File: config.mk
export PLATFORM = sky130hd
export DESIGN_NAME = local_clock_page_replacement_unit
export DESIGN_NICKNAME = d
export VERILOG_FILES = /design/src/sv/lcpr_pkg.sv /design/src/sv/lcpr_ctrl.sv /design/src/sv/lcpr_dp.sv /design/src/sv/local_clock_page_replacement_unit.sv
export SDC_FILE = /design/constraint.sdc
export NUM_CORES = 1
export LEC_CHECK = 0
export ABC_CLOCK_PERIOD_IN_PS = 5600
export CAP_MARGIN = 20
export CORE_AREA = 2 2 264 266
export CTS_BUF_LIST = sky130_fd_sc_hd__clkbuf_8 sky130_fd_sc_hd__clkbuf_16
export CTS_CLUSTER_SIZE = 14
export DETAILED_ROUTE_END_ITERATION = 6
export DIE_AREA = 0 0 266 268
export DONT_BUFFER_PORTS = 1
export SETUP_SLACK_MARGIN = 0.5
export SLEW_MARGIN = 0
export SYNTH_ARGS = -nofsm -noshare
export SYNTH_HDL_FRONTEND = slang
export SYNTH_SLANG_ARGS = --single-unit
File: constraint.sdc
create_clock -name i_clk -period 5.6 [get_ports i_clk]
set_input_delay 1.12 -clock i_clk [delete_from_list [all_inputs] [get_ports i_clk]]
set_output_delay 1.12 -clock i_clk [all_outputs]
set_load 0.1 [all_outputs]
File: src/sv/lcpr_pkg.sv
// Package for the local clock page replacement unit.
// Holds defaults, field widths, mode codes and the controller/datapath structs.
// No dependencies.
package lcpr_pkg;

    // Default sizing
    localparam int FRAMES_DEF   = 64;
    localparam int PID_BITS_DEF = 8;

    // Fixed port field widths
    localparam int FRAME_W = 6;
    localparam int PID_W   = 8;

    // Input transaction modes
    typedef enum logic [1:0] {
        MODE_REF    = 2'd0,
        MODE_LOAD   = 2'd1,
        MODE_VICTIM = 2'd2
    } t_mode;

    // Commands from controller to datapath
    typedef struct packed {
        logic clear;       // write one zeroed entry of the clearing pass
        logic accept;      // latch input fields, read entry at frame index
        logic upd;         // write back a reference or a load
        logic scan_start;  // read entry at the hand, reset sweep counters
        logic scan_step;   // evaluate one frame, prefetch the next
        logic push;        // move the search result into the output register
    } t_dp_cmd;

    // Status from datapath to controller
    typedef struct packed {
        logic clr_last;    // clearing pass is at the last entry
        logic hit;         // frame under evaluation is the victim
        logic scan_end;    // last step of the last pass
        logic out_free;    // output register can take a result this cycle
    } t_dp_stat;

endpackage

File: src/sv/lcpr_ctrl.sv
// Controller state machine of the local clock page replacement unit.
// Sequences the clearing pass, updates and victim searches.
// Depends on lcpr_pkg.
module lcpr_ctrl import lcpr_pkg::*; (
    input  logic     i_clk,
    input  logic     i_rst_n,
    input  logic     i_in_valid,
    input  logic [1:0] i_mode,
    input  t_dp_stat i_stat,
    output t_dp_cmd  o_cmd,
    output logic     o_in_stall
);

    typedef enum logic [2:0] {
        S_CLEAR,
        S_IDLE,
        S_UPD,
        S_START,
        S_SCAN,
        S_PUSH
    } t_state;

    t_state r_state;

    // Take input only when idle
    assign o_in_stall = (r_state != S_IDLE);

    // Decode commands from state
    always_comb begin
        o_cmd = '0;
        unique case (r_state)
            S_CLEAR: o_cmd.clear      = 1'b1;
            S_IDLE:  o_cmd.accept     = i_in_valid;
            S_UPD:   o_cmd.upd        = 1'b1;
            S_START: o_cmd.scan_start = 1'b1;
            S_SCAN:  o_cmd.scan_step  = 1'b1;
            S_PUSH:  o_cmd.push       = i_stat.out_free;
        endcase
    end

    // Advance state
    always_ff @(posedge i_clk) begin
        if (!i_rst_n) begin
            r_state <= S_CLEAR;
        end else begin
            unique case (r_state)
                S_CLEAR: begin
                    if (i_stat.clr_last) r_state <= S_IDLE;
                end
                S_IDLE: begin
                    if (i_in_valid) begin
                        unique case (i_mode)
                            MODE_REF, MODE_LOAD: r_state <= S_UPD;
                            MODE_VICTIM:         r_state <= S_START;
                            default:             r_state <= S_IDLE;
                        endcase
                    end
                end
                S_UPD:   r_state <= S_IDLE;
                S_START: r_state <= S_SCAN;
                S_SCAN: begin
                    if (i_stat.hit || i_stat.scan_end) r_state <= S_PUSH;
                end
                S_PUSH: begin
                    if (i_stat.out_free) r_state <= S_IDLE;
                end
            endcase
        end
    end

endmodule

File: src/sv/lcpr_dp.sv
// Datapath of the local clock page replacement unit: frame table memory,
// clock hand, sweep counters, algorithm register and output register.
// Depends on lcpr_pkg.
module lcpr_dp import lcpr_pkg::*; #(
    parameter int FRAMES   = FRAMES_DEF,
    parameter int PID_BITS = PID_BITS_DEF
) (
    input  logic               i_clk,
    input  logic               i_rst_n,
    input  t_dp_cmd            i_cmd,
    output t_dp_stat           o_stat,
    input  logic               i_cfg_we,
    input  logic               i_cfg_wdata,
    input  logic [1:0]         i_mode,
    input  logic [FRAME_W-1:0] i_frame_index,
    input  logic [PID_W-1:0]   i_process_id,
    input  logic               i_is_write,
    input  logic               i_out_stall,
    output logic               o_out_valid,
    output logic [FRAME_W-1:0] o_victim_frame,
    output logic               o_victim_found
);

    localparam int AW    = $clog2(FRAMES);
    localparam int EW    = PID_BITS + 3;
    localparam int V_BIT = PID_BITS + 2;
    localparam int U_BIT = PID_BITS + 1;
    localparam int M_BIT = PID_BITS;
    localparam int FXW   = (AW > FRAME_W) ? AW : FRAME_W;
    localparam int PXW   = (PID_BITS > PID_W) ? PID_BITS : PID_W;
    localparam logic [AW-1:0] LAST = AW'(FRAMES - 1);

    // Frame table: {valid, use, modified, owner}
    logic [EW-1:0] r_mem [FRAMES];
    logic [EW-1:0] r_rd;

    logic [AW-1:0]       r_hand;
    logic [AW-1:0]       r_eval;
    logic [AW-1:0]       r_step;
    logic [1:0]          r_pass;
    logic [AW-1:0]       r_clr;
    logic                r_alg;
    logic [AW-1:0]       r_addr;
    logic                r_in_range;
    logic                r_is_load;
    logic [PID_BITS-1:0] r_pid;
    logic                r_wr;
    logic                r_res_found;
    logic [FRAME_W-1:0]  r_res_frame;
    logic                r_out_valid;
    logic [FRAME_W-1:0]  r_out_frame;
    logic                r_out_found;

    logic [FXW-1:0]      in_fx;
    logic [AW-1:0]       in_addr;
    logic [PXW-1:0]      in_px;
    logic [FXW-1:0]      eval_x;
    logic [AW-1:0]       hand_inc;
    logic                owned;
    logic                clearing;
    logic                hit;
    logic                scan_end;
    logic                stop;
    logic                mem_we;
    logic [AW-1:0]       mem_waddr;
    logic [EW-1:0]       mem_wdata;
    logic [AW-1:0]       mem_raddr;

    // Fit port fields to the table's address and owner widths
    assign in_fx   = FXW'(i_frame_index);
    assign in_addr = in_fx[AW-1:0];
    assign in_px   = PXW'(i_process_id);
    assign eval_x  = FXW'(r_eval);

    assign hand_inc = (r_hand == LAST) ? '0 : r_hand + 1'b1;

    // Evaluate the frame whose entry was read last cycle
    assign owned    = r_rd[V_BIT] && (r_rd[PID_BITS-1:0] == r_pid);
    assign clearing = !r_alg || r_pass[0];
    assign hit      = owned && !r_rd[U_BIT] && (!r_alg || (r_rd[M_BIT] == r_pass[0]));
    assign scan_end = (r_step == LAST) && (r_alg ? (r_pass == 2'd3) : (r_pass == 2'd1));
    assign stop     = hit || scan_end;

    assign o_stat.clr_last = (r_clr == LAST);
    assign o_stat.hit      = hit;
    assign o_stat.scan_end = scan_end;
    assign o_stat.out_free = !r_out_valid || !i_out_stall;

    // Select memory write
    always_comb begin
        mem_we    = 1'b0;
        mem_waddr = r_eval;
        mem_wdata = r_rd;
        priority if (i_cmd.clear) begin
            mem_we    = 1'b1;
            mem_waddr = r_clr;
            mem_wdata = '0;
        end else if (i_cmd.upd) begin
            mem_we    = r_in_range;
            mem_waddr = r_addr;
            if (r_is_load) begin
                mem_wdata = {1'b1, 1'b1, r_wr, r_pid};
            end else begin
                mem_wdata = {r_rd[V_BIT], 1'b1, r_rd[M_BIT] | r_wr, r_rd[PID_BITS-1:0]};
            end
        end else if (i_cmd.scan_step) begin
            // second chance: drop the use bit of an owned frame passed over on a clearing pass
            mem_we    = owned && clearing && r_rd[U_BIT];
            mem_waddr = r_eval;
            mem_wdata = r_rd & ~(EW'(1) << U_BIT);
        end
    end

    // Select memory read address
    always_comb begin
        priority if (i_cmd.accept) begin
            mem_raddr = in_addr;
        end else begin
            mem_raddr = r_hand;
        end
    end

    // Frame table memory with registered read
    always_ff @(posedge i_clk) begin
        if (mem_we) begin
            r_mem[mem_waddr] <= mem_wdata;
        end
        r_rd <= r_mem[mem_raddr];
    end

    // Latch input transaction fields
    always_ff @(posedge i_clk) begin
        if (i_cmd.accept) begin
            r_addr     <= in_addr;
            r_in_range <= (32'(i_frame_index) < FRAMES);
            r_is_load  <= (i_mode == MODE_LOAD);
            r_pid      <= in_px[PID_BITS-1:0];
            r_wr       <= i_is_write;
        end
    end

    // Hold clearing counter, hand and algorithm register
    always_ff @(posedge i_clk) begin
        if (!i_rst_n) begin
            r_clr  <= '0;
            r_hand <= '0;
            r_alg  <= 1'b0;
        end else begin
            if (i_cmd.clear) begin
                r_clr <= r_clr + 1'b1;
            end
            if (i_cfg_we) begin
                r_alg <= i_cfg_wdata;
            end
            if (i_cmd.scan_start || (i_cmd.scan_step && !stop)) begin
                r_hand <= hand_inc;
            end
        end
    end

    // Track frame under evaluation and sweep position; capture the result
    always_ff @(posedge i_clk) begin
        if (i_cmd.scan_start) begin
            r_eval <= r_hand;
            r_step <= '0;
            r_pass <= 2'd0;
        end else if (i_cmd.scan_step) begin
            r_eval <= r_hand;
            if (r_step == LAST) begin
                r_step <= '0;
                r_pass <= r_pass + 2'd1;
            end else begin
                r_step <= r_step + 1'b1;
            end
            if (hit) begin
                r_res_found <= 1'b1;
                r_res_frame <= eval_x[FRAME_W-1:0];
            end else if (scan_end) begin
                r_res_found <= 1'b0;
                r_res_frame <= '0;
            end
        end
    end

    // Output register: load on push, drop once taken
    always_ff @(posedge i_clk) begin
        if (!i_rst_n) begin
            r_out_valid <= 1'b0;
        end else if (i_cmd.push) begin
            r_out_valid <= 1'b1;
        end else if (!i_out_stall) begin
            r_out_valid <= 1'b0;
        end
    end

    always_ff @(posedge i_clk) begin
        if (i_cmd.push) begin
            r_out_frame <= r_res_frame;
            r_out_found <= r_res_found;
        end
    end

    assign o_out_valid    = r_out_valid;
    assign o_victim_frame = r_out_frame;
    assign o_victim_found = r_out_found;

endmodule

File: src/sv/local_clock_page_replacement_unit.sv
// Local clock page replacement unit. After reset the frame table is cleared
// in one pass over its FRAMES entries, during which no input transaction
// is taken. A reference or a load reads the table entry, then writes it
// back. A victim request runs a search in which the hand visits frames one
// per cycle through the single-port table read: at most 2*FRAMES frames in
// plain clock mode and 4*FRAMES in enhanced mode. The result leaves through
// an output register; the next transaction is taken while that result waits
// to be taken.
// Depends on lcpr_pkg, lcpr_ctrl and lcpr_dp.
module local_clock_page_replacement_unit import lcpr_pkg::*; #(
    parameter int FRAMES   = FRAMES_DEF,
    parameter int PID_BITS = PID_BITS_DEF
) (
    input  logic               i_clk,
    input  logic               i_rst_n,
    input  logic               i_cfg_we,
    input  logic               i_cfg_wdata,
    input  logic               i_in_valid,
    output logic               o_in_stall,
    input  logic [1:0]         i_mode,
    input  logic [FRAME_W-1:0] i_frame_index,
    input  logic [PID_W-1:0]   i_process_id,
    input  logic               i_is_write,
    output logic               o_out_valid,
    input  logic               i_out_stall,
    output logic [FRAME_W-1:0] o_victim_frame,
    output logic               o_victim_found
);

    t_dp_cmd  cmd;
    t_dp_stat stat;

    lcpr_ctrl u_ctrl (
        .i_clk      (i_clk),
        .i_rst_n    (i_rst_n),
        .i_in_valid (i_in_valid),
        .i_mode     (i_mode),
        .i_stat     (stat),
        .o_cmd      (cmd),
        .o_in_stall (o_in_stall)
    );

    lcpr_dp #(
        .FRAMES   (FRAMES),
        .PID_BITS (PID_BITS)
    ) u_dp (
        .i_clk          (i_clk),
        .i_rst_n        (i_rst_n),
        .i_cmd          (cmd),
        .o_stat         (stat),
        .i_cfg_we       (i_cfg_we),
        .i_cfg_wdata    (i_cfg_wdata),
        .i_mode         (i_mode),
        .i_frame_index  (i_frame_index),
        .i_process_id   (i_process_id),
        .i_is_write     (i_is_write),
        .i_out_stall    (i_out_stall),
        .o_out_valid    (o_out_valid),
        .o_victim_frame (o_victim_frame),
        .o_victim_found (o_victim_found)
    );

`ifndef NO_ASSERTIONS
    // A result appears only after a transaction was being worked on
    a_out_from_work: assert property (@(posedge i_clk) disable iff (!i_rst_n)
        $rose(o_out_valid) |-> $past(o_in_stall))
        else $error("result appeared without a victim search in progress");

    // A failed search reports frame zero
    a_not_found_zero: assert property (@(posedge i_clk) disable iff (!i_rst_n)
        (o_out_valid && !o_victim_found) |-> (o_victim_frame == '0))
        else $error("not-found result carries a nonzero frame");

    // A victim request holds off the next transaction
    a_victim_busy: assert property (@(posedge i_clk) disable iff (!i_rst_n)
        (i_in_valid && !o_in_stall && (i_mode == MODE_VICTIM)) |=> o_in_stall)
        else $error("input taken during a victim search");
`endif

endmodule

Yosys cells after proc, flatten, opt, wreduce, memory -nomap -nowiden
Memory sizes are Yosys's and may differ from the RTL's. A register that Yosys moved wholly into a read port is not among the register bits. Index checks and enable logic that the tools add are counted. Widths: inputs -> output; s select.

Add/subtract/negate cells: 4. $mul: 0. Divide/modulo/power cells: 0. Magnitude comparators: 0. Eq/ne operators: 20. Shift-type cells: 0. Multiplexer cells: 34. Bitwise operators: 2. Reduce and logical (&&, ||, !) cells: 25.

Operators with widths (number): $mux 6 (9); $mux 11 (3); $add 6x1->6 const B (3); $eq 6x6->1 const B (3); $pmux 3 s6 (1); $mux 1 (15); $mux 3 (4); $mux 10 (1); $eq 8x8->1 (1); $logic_and 1x1->1 (7); $eq 3x2->1 const B (2); $eq 3x3->1 const B (2); $ne 2x1->1 const B (3); $logic_not 1->1 (5); $logic_or 1x1->1 (5); $eq 2x1->1 const B (2); $eq 2x2->1 const B (2); $ne 2x2->1 const B (2); $pmux 2 s2 (1); $reduce_and 4->1 (1); $reduce_bool 2->1 (2); $eq 3x1->1 const B (1); $logic_not 3->1 (1); $ne 3x1->1 const B (1); other kinds (8) (8).

Register bits: 61. Latch bits: 0. Bits in writable memories: 704. Bits in read-only memories: 0. Bits of input ports: 23. Output and inout port bits: 9. Word-level logic and storage cells: 102. Memories: 1.

Memory list: u_dp.r_mem (depth 64, width 11, rd ports 1, clocked after Yosys merged registers in 1, write ports 1, RTL line lcpr_dp.sv:34) `logic [EW-1:0] r_mem [FRAMES];`.

Logic depth before layout (Yosys ltp)
Gate-level depths: netlist of the first run.

Depth in word-level cells: 9. Depth in mapped cells: 11. Depth with buffers taken out: 7.

Hierarchy
Synthesis of the first run repeated with hierarchy kept, for this count alone.

Cell total of the unflattened synthesis: 3158. Area total of the unflattened synthesis: 36286.1 um^2.

Modules (own cells, without submodules): lcpr_dp (instances 1, cells each 3134, area an instance 36088.4 um^2, seq. area each 22881.9 um^2); lcpr_ctrl (instances 1, cells each 24, area an instance 197.7 um^2, seq. area each 60.1 um^2).

Least setup slack after synthesis of the first run
Ideal clock, no wire load.

Path type: reg2reg. Start point: reg u_ctrl.r_state[0]. End point: mem u_dp.r_mem[0][8] (netlist bit), data pin. Setup time: 0.702 ns. Data arrival time: 3.285 ns. Required time: 4.898 ns. Setup slack: 1.613 ns. Cell stages (with the launch flop): 5. Buffers on the path: 2. Clock period less this slack: 3.987 ns. Cells stage by stage: dfxtp_1 > buf_2 > nor2_1 > buf_2 > o21ai_0.

Word-level cells in the longest chain between the ends: 4. Elaborated cells between the ends (all ways): 6. Classes of those cells: 1 x eq/ne; 4 x mux; 1 x reduce/logical.

Ends and longest elaborated chain: from (decl) (RTL line lcpr_ctrl.sv:23) `t_state r_state;`; from (signal assigned) (RTL line lcpr_ctrl.sv:44) `r_state <= S_CLEAR;`; from (signal assigned) (RTL line lcpr_ctrl.sv:48) `if (i_stat.clr_last) r_state <= S_IDLE;`; from (signal assigned) (RTL line lcpr_ctrl.sv:53) `MODE_REF, MODE_LOAD: r_state <= S_UPD;`; $eq 3x2->1 (RTL line lcpr_ctrl.sv:31) `unique case (r_state)`; $mux 1 (RTL line lcpr_ctrl.sv:31); $mux 11 (RTL line lcpr_dp.sv:98) `end else if (i_cmd.upd) begin`; $mux 11 * (RTL line lcpr_dp.sv:94) `priority if (i_cmd.clear) begin`; named net u_dp.mem_wdata[8] (RTL line lcpr_dp.sv:66) `logic [EW-1:0] mem_wdata;`; to (decl) (RTL line lcpr_dp.sv:34).

Mark *: on every way through the listed nets, which the timed path passes. The rest lies on a longest branch.

Worst setup path in the final report of the first run
Start point: reg u_ctrl.r_state[1]. End point: reg u_dp.r_rd[4], read port of u_dp.r_mem.

Word-level cells in the longest chain between the ends: 3.

Ends and longest elaborated chain: $eq 3x1->1 (RTL line lcpr_ctrl.sv:31); $mux 1 (RTL line lcpr_ctrl.sv:31); $mux 6 (RTL line lcpr_dp.sv:116) `priority if (i_cmd.accept) begin`; to (decl) (RTL line lcpr_dp.sv:35) `logic [EW-1:0] r_rd;`.

Every way passes these cells. A chain may end at the register's enable or synchronous reset.

==> impl_metrics.sql, run 1 <==
INSERT INTO impl_metrics (metric_group, metric, value, unit) VALUES
('run_status', 'outcome', 'completed', ''),
('sta', 'clock-skew-final', '0.0302', 'ns'),
('synthesis', 'postSynthRegisterBits', '776', ''),
('synthesis', 'yosys.cell_types.count', '51', ''),
('global_routing', 'grt_remaining_overflow', '0', ''),
('detailed_routing', 'finalWirelength', '75800', 'um'),
('sta', 'final.min_clock_period', '3.94', 'ns'),
('cts', 'max-clock-path-buffers', '3', ''),
('cts', 'clock-sinks', '776', ''),
('cts', 'cts_tree', 'yes', ''),
('global_routing', 'aggregate_global_route_resource_usage', '21.2', '%'),
('final_layout', 'fin_cells', '2828', ''),
('worst_hold_path', 'worst_hold_path_type', 'register to register', ''),
('final_layout', 'area_delta_synth_final', '12.9', '%'),
('sta', 'rsz_0062_raised_after_global_routing', 'no', ''),
('synthesis', 'synth_seq_area_share', '75.3', '%'),
('critical_path', 'crit_fanout', '30', ''),
('floorplanning', 'start_util', '44.7', '%'),
('sta', 'setup_viol', '0', ''),
('placement', 'count_of_input_and_output_buffers', '0', ''),
('floorplanning', 'fp.dieH', '268', 'um'),
('synthesis', 'synth_area', '30500', 'um^2'),
('synthesis', 'avgSynthCellArea', '16.8', 'um^2'),
('sta', 'slew_headroom', '24.1', '%'),
('cts', 'cts_inserted_buffers', '79', ''),
('detailed_routing', 'detail_route.iter0.violations', '1862', ''),
('global_routing', 'first_global_vias', '16100', ''),
('floorplanning', 'dieArea', '71300', 'um^2'),
('sta', 'timing_hold_violations_final', '0', ''),
('placement', 'placed_cells', '2672', ''),
('placement', 'place.detailed.hpwl', '48200', 'um'),
('detailed_routing', 'avgRoutedWirePerCell', '26.8', 'um'),
('detailed_routing', 'routed_via_density', '5.92', ''),
('floorplanning', 'io-pin-count', '32', ''),
('pwr', 'p_leak', '11.3', 'nW'),
('detailed_routing', 'drt_pre_antenna_iters', '6', ''),
('floorplanning', 'core_area', '68200', 'um^2'),
('cts', 'clkLatencyLatePin', '0.64', 'ns'),
('sta', 'min_period_over_period', '70.3', '%'),
('cts', 'clk_pin_slew_worst_paths', '0.06', 'ns'),
('critical_path', 'kind_of_end_point_of_the_critical_path', 'register', ''),
('pwr', 'cellPowerDensity', '387', 'nW/um^2'),
('floorplanning', 'floorplan.rows', '96', ''),
('critical_path', 'setup.worst_path.class', 'register to register', ''),
('run', 'cap_viol_max_count', '0', ''),
('cts', 'cts.repair_timing.setup_buffer_count', '0', ''),
('synthesis', 'fraction_of_registers_with_async_set_or_reset_after_synthesis', '0', '%'),
('floorplanning', 'die_w', '266', 'um'),
('placement', 'routability_congestion_estimate', '0.969', ''),
('detailed_routing', 'detail_route.drc_violations', '0', ''),
('sta', 'setup_tns', '0', 'ns'),
('critical_path', 'ff2ff_setup_slack', '1.66', 'ns'),
('synthesis', 'synth_edf_count', '740', ''),
('sta', 'max_slew_violation_count', '0', ''),
('critical_path', 'worst_path_arrival', '4.42', 'ns'),
('synthesis', 'postSynth.topFlopCell', 'edfxtp_1', ''),
('synthesis', 'yosysWarnings', '0', ''),
('pwr', 'worst_ir_drop_vdd', '0.217', 'mV'),
('cts', 'clk_root_buffer_cell', 'clkbuf_16', ''),
('final_layout', 'num-nets-final', '1917', ''),
('cts', 'cts.repair.resized', '0', ''),
('final_layout', 'drive_above_1_share', '18.2', '%'),
('final_layout', 'antennaDiodeCount', '0', ''),
('sta', 'fmaxAchievable', '0.254', 'GHz'),
('global_routing', 'grt_max_degree', '65', ''),
('synthesis', 'synth_cells', '1818', ''),
('detailed_routing', 'detail-route-antenna-nets', '0', ''),
('critical_path', 'cp_data_required_time', '6.09', 'ns'),
('cts', 'clock_tree.htree_level_count', '3', ''),
('global_routing', 'grt_first_pass_wirelength', '110000', 'um'),
('detailed_routing', 'vias_after_detailed_routing', '16700', ''),
('synthesis', 'syn-num-nets', '1844', ''),
('global_routing', 'grt_antenna_before_repair', '5', ''),
('cts', 'cts.hold.buffers_added', '0', ''),
('sta', 'worst-slew-pin-transition', '1.14', 'ns'),
('critical_path', 'startpoint_type', 'register', '');
-- where the power goes --
part	switching, mW	internal, mW
logic	0.999	0.384
registers	0.109	6.77
clock network	2.18	2.88
total	3.29	10.0
-- layer usage --
metal  vias up  track usage (%)  share of wire [%]
met2       694             32.6                 46
met1      8672             30.4                 43
li1       7255                -                  -
met4         4             7.17                2.9
met3       121             4.34                8.0
met5         -                0              0.030
-- state kept, by name, indices dropped and copies added (netlist names) --
register             cells
u_dp.r_is_load           1
u_dp.o_out_valid         1
u_dp.o_victim_frame      6
u_dp.r_pid               8
u_dp.o_victim_found      1
u_dp.r_pass              2
u_dp.r_step              6
u_dp.r_clr               6
u_dp.r_res_found         1
u_dp.r_addr              6
u_dp.eval_x              6
u_dp.r_hand              6
u_dp.r_alg               1
u_dp.r_rd               11
u_ctrl.r_state           3
u_dp.r_wr                1
u_dp.r_res_frame         6
u_dp.r_mem             704
-- kinds of logic (layout without fill, tap and decap cells) --
| kind of cell | count (synthesis) | count (layout) | synth area share, % |
|---|---|---|---|
| AO/OA/AOI/OAI | 216 | 216 | 5.22 |
| XOR/XNOR | 25 | 25 | 0.719 |
| adder cells (fa/ha/maj) | 3 | 3 | 0.123 |
| buffers and inverters | 103 | 231 | 1.74 |
| flip-flops | 776 | 776 | 75.3 |
| multiplexers | 208 | 208 | 10.3 |
| AND/OR/NAND/NOR | 487 | 487 | 6.62 |
-- synthesized netlist by cell type (11+ instances only) --
library cell	instances	area share, %
mux2i_1	79	2.6
o211ai_1	12	0.30
o2bb2ai_1	11	0.32
a32oi_1	33	0.95
o21ai_0	11	0.18
nand2_1	207	2.6
nand3_1	42	0.69
o22ai_1	33	0.68
xnor2_1	13	0.37
nor2_1	187	2.3
dfxtp_1	36	2.4
a32o_1	11	0.36
clkbuf_1	45	0.55
a31oi_1	22	0.45
a221oi_1	11	0.32
a21oi_1	18	0.30
mux4_2	77	5.7
mux2_2	47	1.7
xor2_1	12	0.34
o221ai_1	11	0.32
edfxtp_1	740	73
buf_2	36	0.59
a22oi_1	33	0.81
-- layout make-up --
type                       count  area, um^2
fill                        5539       33800
clock inverter                56         452
timing repair buffer          91         754
tap                          882        1100
multi-input combinational    939        7140
clock buffer                  80        2000
sequential                   776       22900
inverter                       4        15.0
-- final timing paths --
path,depth (start not counted),from,to
max reg2reg,8,u_ctrl.r_state[1],u_dp.r_rd[4]
min,0,u_dp.r_res_found,u_dp.o_victim_found
max,8,u_ctrl.r_state[1],u_dp.r_rd[4]
min reg2reg,0,u_dp.r_res_found,u_dp.o_victim_found
-- layout by cell type, fill, tap and decap left out, types with 12 or more instances in the layout --
cell / n
edfxtp_1: 740
nand2_1: 207
nor2_1: 184
buf_4: 81
clkbuf_16: 80
mux2i_1: 78
mux4_2: 77
mux2_2: 47
nand3_1: 42
dfxtp_1: 36
o22ai_1: 33
a22oi_1: 33
a32oi_1: 33
a31oi_1: 22
inv_1: 16
clkinv_2: 16
clkinv_1: 15
xnor2_1: 13
o211ai_1: 12
xor2_1: 12
-- metrics by stage --
| step | hold WS (ns) | utilization (%) | total power, mW | worst slack [ns] | cell area [um^2] |
|---|---|---|---|---|---|
| after global routing | 0.421 | 50.4 | 13.7 | 1.55 | 34400 |
| after detailed placement | 0.405 | 46.6 | 8.35 | 1.35 | 31800 |
| after floorplan | 0.400 | - | 7.74 | 1.61 | 30500 |
| after global placement | 0.403 | 46.4 | 8.29 | 1.36 | 31700 |
| after CTS | 0.419 | 50.2 | 13.4 | 1.74 | 34200 |
| final | 0.418 | 50.4 | 13.3 | 1.66 | 34400 |
-- critical path: stages (launching register included) --
cell and delay [ns]:
dfxtp_1 0.55, and4bb_4 0.63, mux2i_4 0.72, buf_4 0.51
mux2_2 0.40, o22ai_1 0.22, a221oi_1 0.11, o221ai_1 0.51
o2bb2ai_1 0.11
Note: power is estimated with default switching activity, not from simulation.
==> run 2: changes to the inputs <==
--- a/config.mk
+++ b/config.mk
@@ -5,7 +5,7 @@
 export SDC_FILE = /design/constraint.sdc
 export NUM_CORES = 1
 export LEC_CHECK = 0
-export ABC_CLOCK_PERIOD_IN_PS = 5600
+export ABC_CLOCK_PERIOD_IN_PS = 3750
 export CAP_MARGIN = 20
 export CORE_AREA = 2 2 264 266
 export CTS_BUF_LIST = sky130_fd_sc_hd__clkbuf_8 sky130_fd_sc_hd__clkbuf_16
==> constraint.sdc (replaced) <==
create_clock -name i_clk -period 3.75 [get_ports i_clk]
set_input_delay 0.75 -clock i_clk [delete_from_list [all_inputs] [get_ports i_clk]]
set_output_delay 0.75 -clock i_clk [all_outputs]
set_load 0.1 [all_outputs]
==> run 2 against run 1 <==
Against the previous run:
- worst hold slack worse by 0.21 ns
- first-iteration DRC count is 3.3% lower
- total power is 52% higher
- sequential power is 50% higher
- largest power group unchanged
- sequential share of layout area is 1.3 points lower
- critical endpoint is now u_dp.r_mem[18][8]
- sequential cell count stayed put
- wire length is 1.4% lower
- clock-buffer cell count is 6 higher
- global-route usage hardly changed
- die area stayed put
- design area is 2.0% higher
==> impl_metrics.sql, run 2 (synthesized netlist as in run 1, its figures left out) <==
INSERT INTO impl_metrics (metric_group, metric, value, unit) VALUES
('cts', 'clock-sinks', '776', ''),
('detailed_routing', 'drt_pre_antenna_iters', '7', ''),
('cts', 'clk_root_buffer_cell', 'clkbuf_16', ''),
('placement', 'place.detailed.hpwl', '46800', 'um'),
('critical_path', 'kind_of_end_point_of_the_critical_path', 'register', ''),
('critical_path', 'crit_fanout', '19', ''),
('detailed_routing', 'routed_via_density', '5.76', ''),
('sta', 'clock-skew-final', '0.0310', 'ns'),
('sta', 'worst-slew-pin-transition', '1.08', 'ns'),
('cts', 'clock_tree.htree_level_count', '3', ''),
('placement', 'placed_cells', '2735', ''),
('detailed_routing', 'avgRoutedWirePerCell', '25.9', 'um'),
('sta', 'min_period_over_period', '84.6', '%'),
('final_layout', 'antennaDiodeCount', '0', ''),
('sta', 'timing_hold_violations_final', '0', ''),
('sta', 'max_slew_violation_count', '0', ''),
('run', 'cap_viol_max_count', '0', ''),
('floorplanning', 'io-pin-count', '32', ''),
('global_routing', 'grt_max_degree', '65', ''),
('final_layout', 'largest_reg_flops', '704', ''),
('sta', 'setup_tns', '0', 'ns'),
('critical_path', 'slowest_stage', 'a21oi_1', ''),
('global_routing', 'aggregate_global_route_resource_usage', '21.2', '%'),
('final_layout', 'regMostFlops', 'u_dp.r_mem', ''),
('critical_path', 'worst_path_arrival', '3.49', 'ns'),
('global_routing', 'first_global_vias', '16500', ''),
('final_layout', 'drive_above_1_share', '20.2', '%'),
('global_routing', 'use_met1', '29.9', '%'),
('global_routing', 'globalRouteMet2Util', '33.0', '%'),
('critical_path', 'startpoint_type', 'register', ''),
('final_layout', 'mostFrequentLayoutCell', 'edfxtp_1', ''),
('run_status', 'outcome', 'completed', ''),
('critical_path', 'cp_data_required_time', '4.07', 'ns'),
('critical_path', 'crit_chain', 'buf_4, nor2_1, buf_4, nor2_1, a21oi_1, nand3_1, or2_2, nor2_1, buf_4', ''),
('floorplanning', 'floorplan.rows', '96', ''),
('pwr', 'worst_ir_drop_vdd', '0.312', 'mV'),
('detailed_routing', 'detail-route-antenna-nets', '0', ''),
('floorplanning', 'die_w', '266', 'um'),
('cts', 'clk_pin_slew_worst_paths', '0.07', 'ns'),
('global_routing', 'grt_antenna_before_repair', '0', ''),
('detailed_routing', 'vias_after_detailed_routing', '16600', ''),
('placement', 'placedInstanceArea', '32400', 'um^2'),
('floorplanning', 'dieArea', '71300', 'um^2'),
('final_layout', 'num-nets-final', '1965', ''),
('sta', 'fmaxAchievable', '0.315', 'GHz'),
('final_layout', 'fin_cells', '2884', ''),
('final_layout', 'finalInstanceArea', '35100', 'um^2'),
('final_layout', 'fill_cells', '5446', ''),
('placement', 'routability_congestion_estimate', '0.925', ''),
('placement', 'count_of_input_and_output_buffers', '0', ''),
('cts', 'cts_tree', 'yes', ''),
('final_layout', 'area_delta_synth_final', '15.2', '%'),
('global_routing', 'grt_remaining_overflow', '0', ''),
('detailed_routing', 'detail_route.drc_violations', '0', ''),
('critical_path', 'cpPeakStageDelay', '0.54', 'ns'),
('final_layout', 'layout_common_cells', '740 x edfxtp_1, 207 x nand2_1, 185 x nor2_1', ''),
('pwr', 'p_leak', '11.7', 'nW'),
('global_routing', 'global_route.peak_usage_layer', 'met2', ''),
('cts', 'max-clock-path-buffers', '3', ''),
('detailed_routing', 'finalWirelength', '74700', 'um'),
('floorplanning', 'fp.dieH', '268', 'um'),
('cts', 'cts_inserted_buffers', '81', ''),
('floorplanning', 'start_util', '44.7', '%'),
('global_routing', 'globalRouteMet3Util', '3.91', '%'),
('pwr', 'cellPowerDensity', '577', 'nW/um^2'),
('sta', 'setup_viol', '0', ''),
('worst_hold_path', 'worst_hold_path_type', 'input port to register', ''),
('cts', 'clkLatencyLatePin', '0.63', 'ns'),
('sta', 'final.min_clock_period', '3.17', 'ns'),
('floorplanning', 'core_area', '68200', 'um^2'),
('detailed_routing', 'detail_route.iter0.violations', '1801', ''),
('sta', 'rsz_0062_raised_after_global_routing', 'no', ''),
('final_layout', 'biggestRegsByFlops', 'u_dp.r_mem: 704 flops, u_dp.r_rd: 11 flops, u_dp.r_pid: 8 flops', ''),
('sta', 'slew_headroom', '28.2', '%'),
('critical_path', 'setup.worst_path.class', 'register to register', ''),
('final_layout', 'final_core_occ', '51.4', '%'),
('global_routing', 'grt_first_pass_wirelength', '110000', 'um');
-- run 2: changes by cell type in the layout (fill, tap and decap cells not counted), sizes merged --
cell	before	now
inv	21	23
clkbuf	80	88
clkinv	32	28
clkinvlp	1	6
buf	91	135
bufinv	6	7
-- run 2: metal layers --
metal  part of all wire [%]  wire, um
met1                     43     31900
met2                     47     34800
met3                    7.5      5600
met4                    3.3      2430
met5                      0         0
-- run 2: path summary, 6_finish.rpt --
check	endpoint	startpoint	cells after the start	slack, ns
min reg2reg	u_dp.o_victim_found	u_dp.r_res_found	0	0.42
min	u_dp.r_pid[7]	i_process_id[7]	0	0.21
max	u_dp.r_mem[18][8]	u_ctrl.r_state[2]	9	0.58
max reg2reg	u_dp.r_mem[18][8]	u_ctrl.r_state[2]	9	0.58
-- run 2: layout make-up --
type                    count  area (um^2)  area share, %
clock inverters            60          458           1.31
inverters                   4         15.0         0.0428
well taps                 882         1100           3.15
clock buffers              86         2150           6.13
multi-input cells         939         7150           20.4
repair buffers            137         1260           3.61
flip-flops and latches    776        22900           65.4
-- run 2: timing repair --
item / 4_1_cts / 5_1_grt
pin swaps: 0 / 1
buffers inserted: 0 / 1
resized for setup: 2 / 3
hold buffers: 0 / 0
setup endpoints to repair: 2 / 26
gates cloned: 0 / 1
-- run 2: critical path: cells and delay by family (launching register included) --
| kind | cells | cell delay [ns] |
|---|---|---|
| AND/OR/NAND/NOR | 5 | 1.34 |
| buffers and inverters | 3 | 0.66 |
| AO/OA/AOI/OAI | 1 | 0.54 |
| flip-flops | 1 | 0.30 |
-- run 2: per-stage QoR --
stage / hold WS (ns) / worst slack (ns) / power, mW
6_report: 0.210 / 0.576 / 20.3
5_1_grt: 0.191 / 0.518 / 20.9
4_1_cts: 0.180 / 0.533 / 20.4
3_5_place_dp: 0.408 / 0.255 / 12.6
3_3_place_gp: 0.406 / 0.261 / 12.5
2_1_floorplan: 0.400 / 0.653 / 11.6
-- run 2: where the power goes --
part           internal [mW]  switching, mW  leakage (nW)
clock                   4.60           3.22          1.34
sequential              10.1          0.166          7.14
combinational          0.637           1.54          3.24
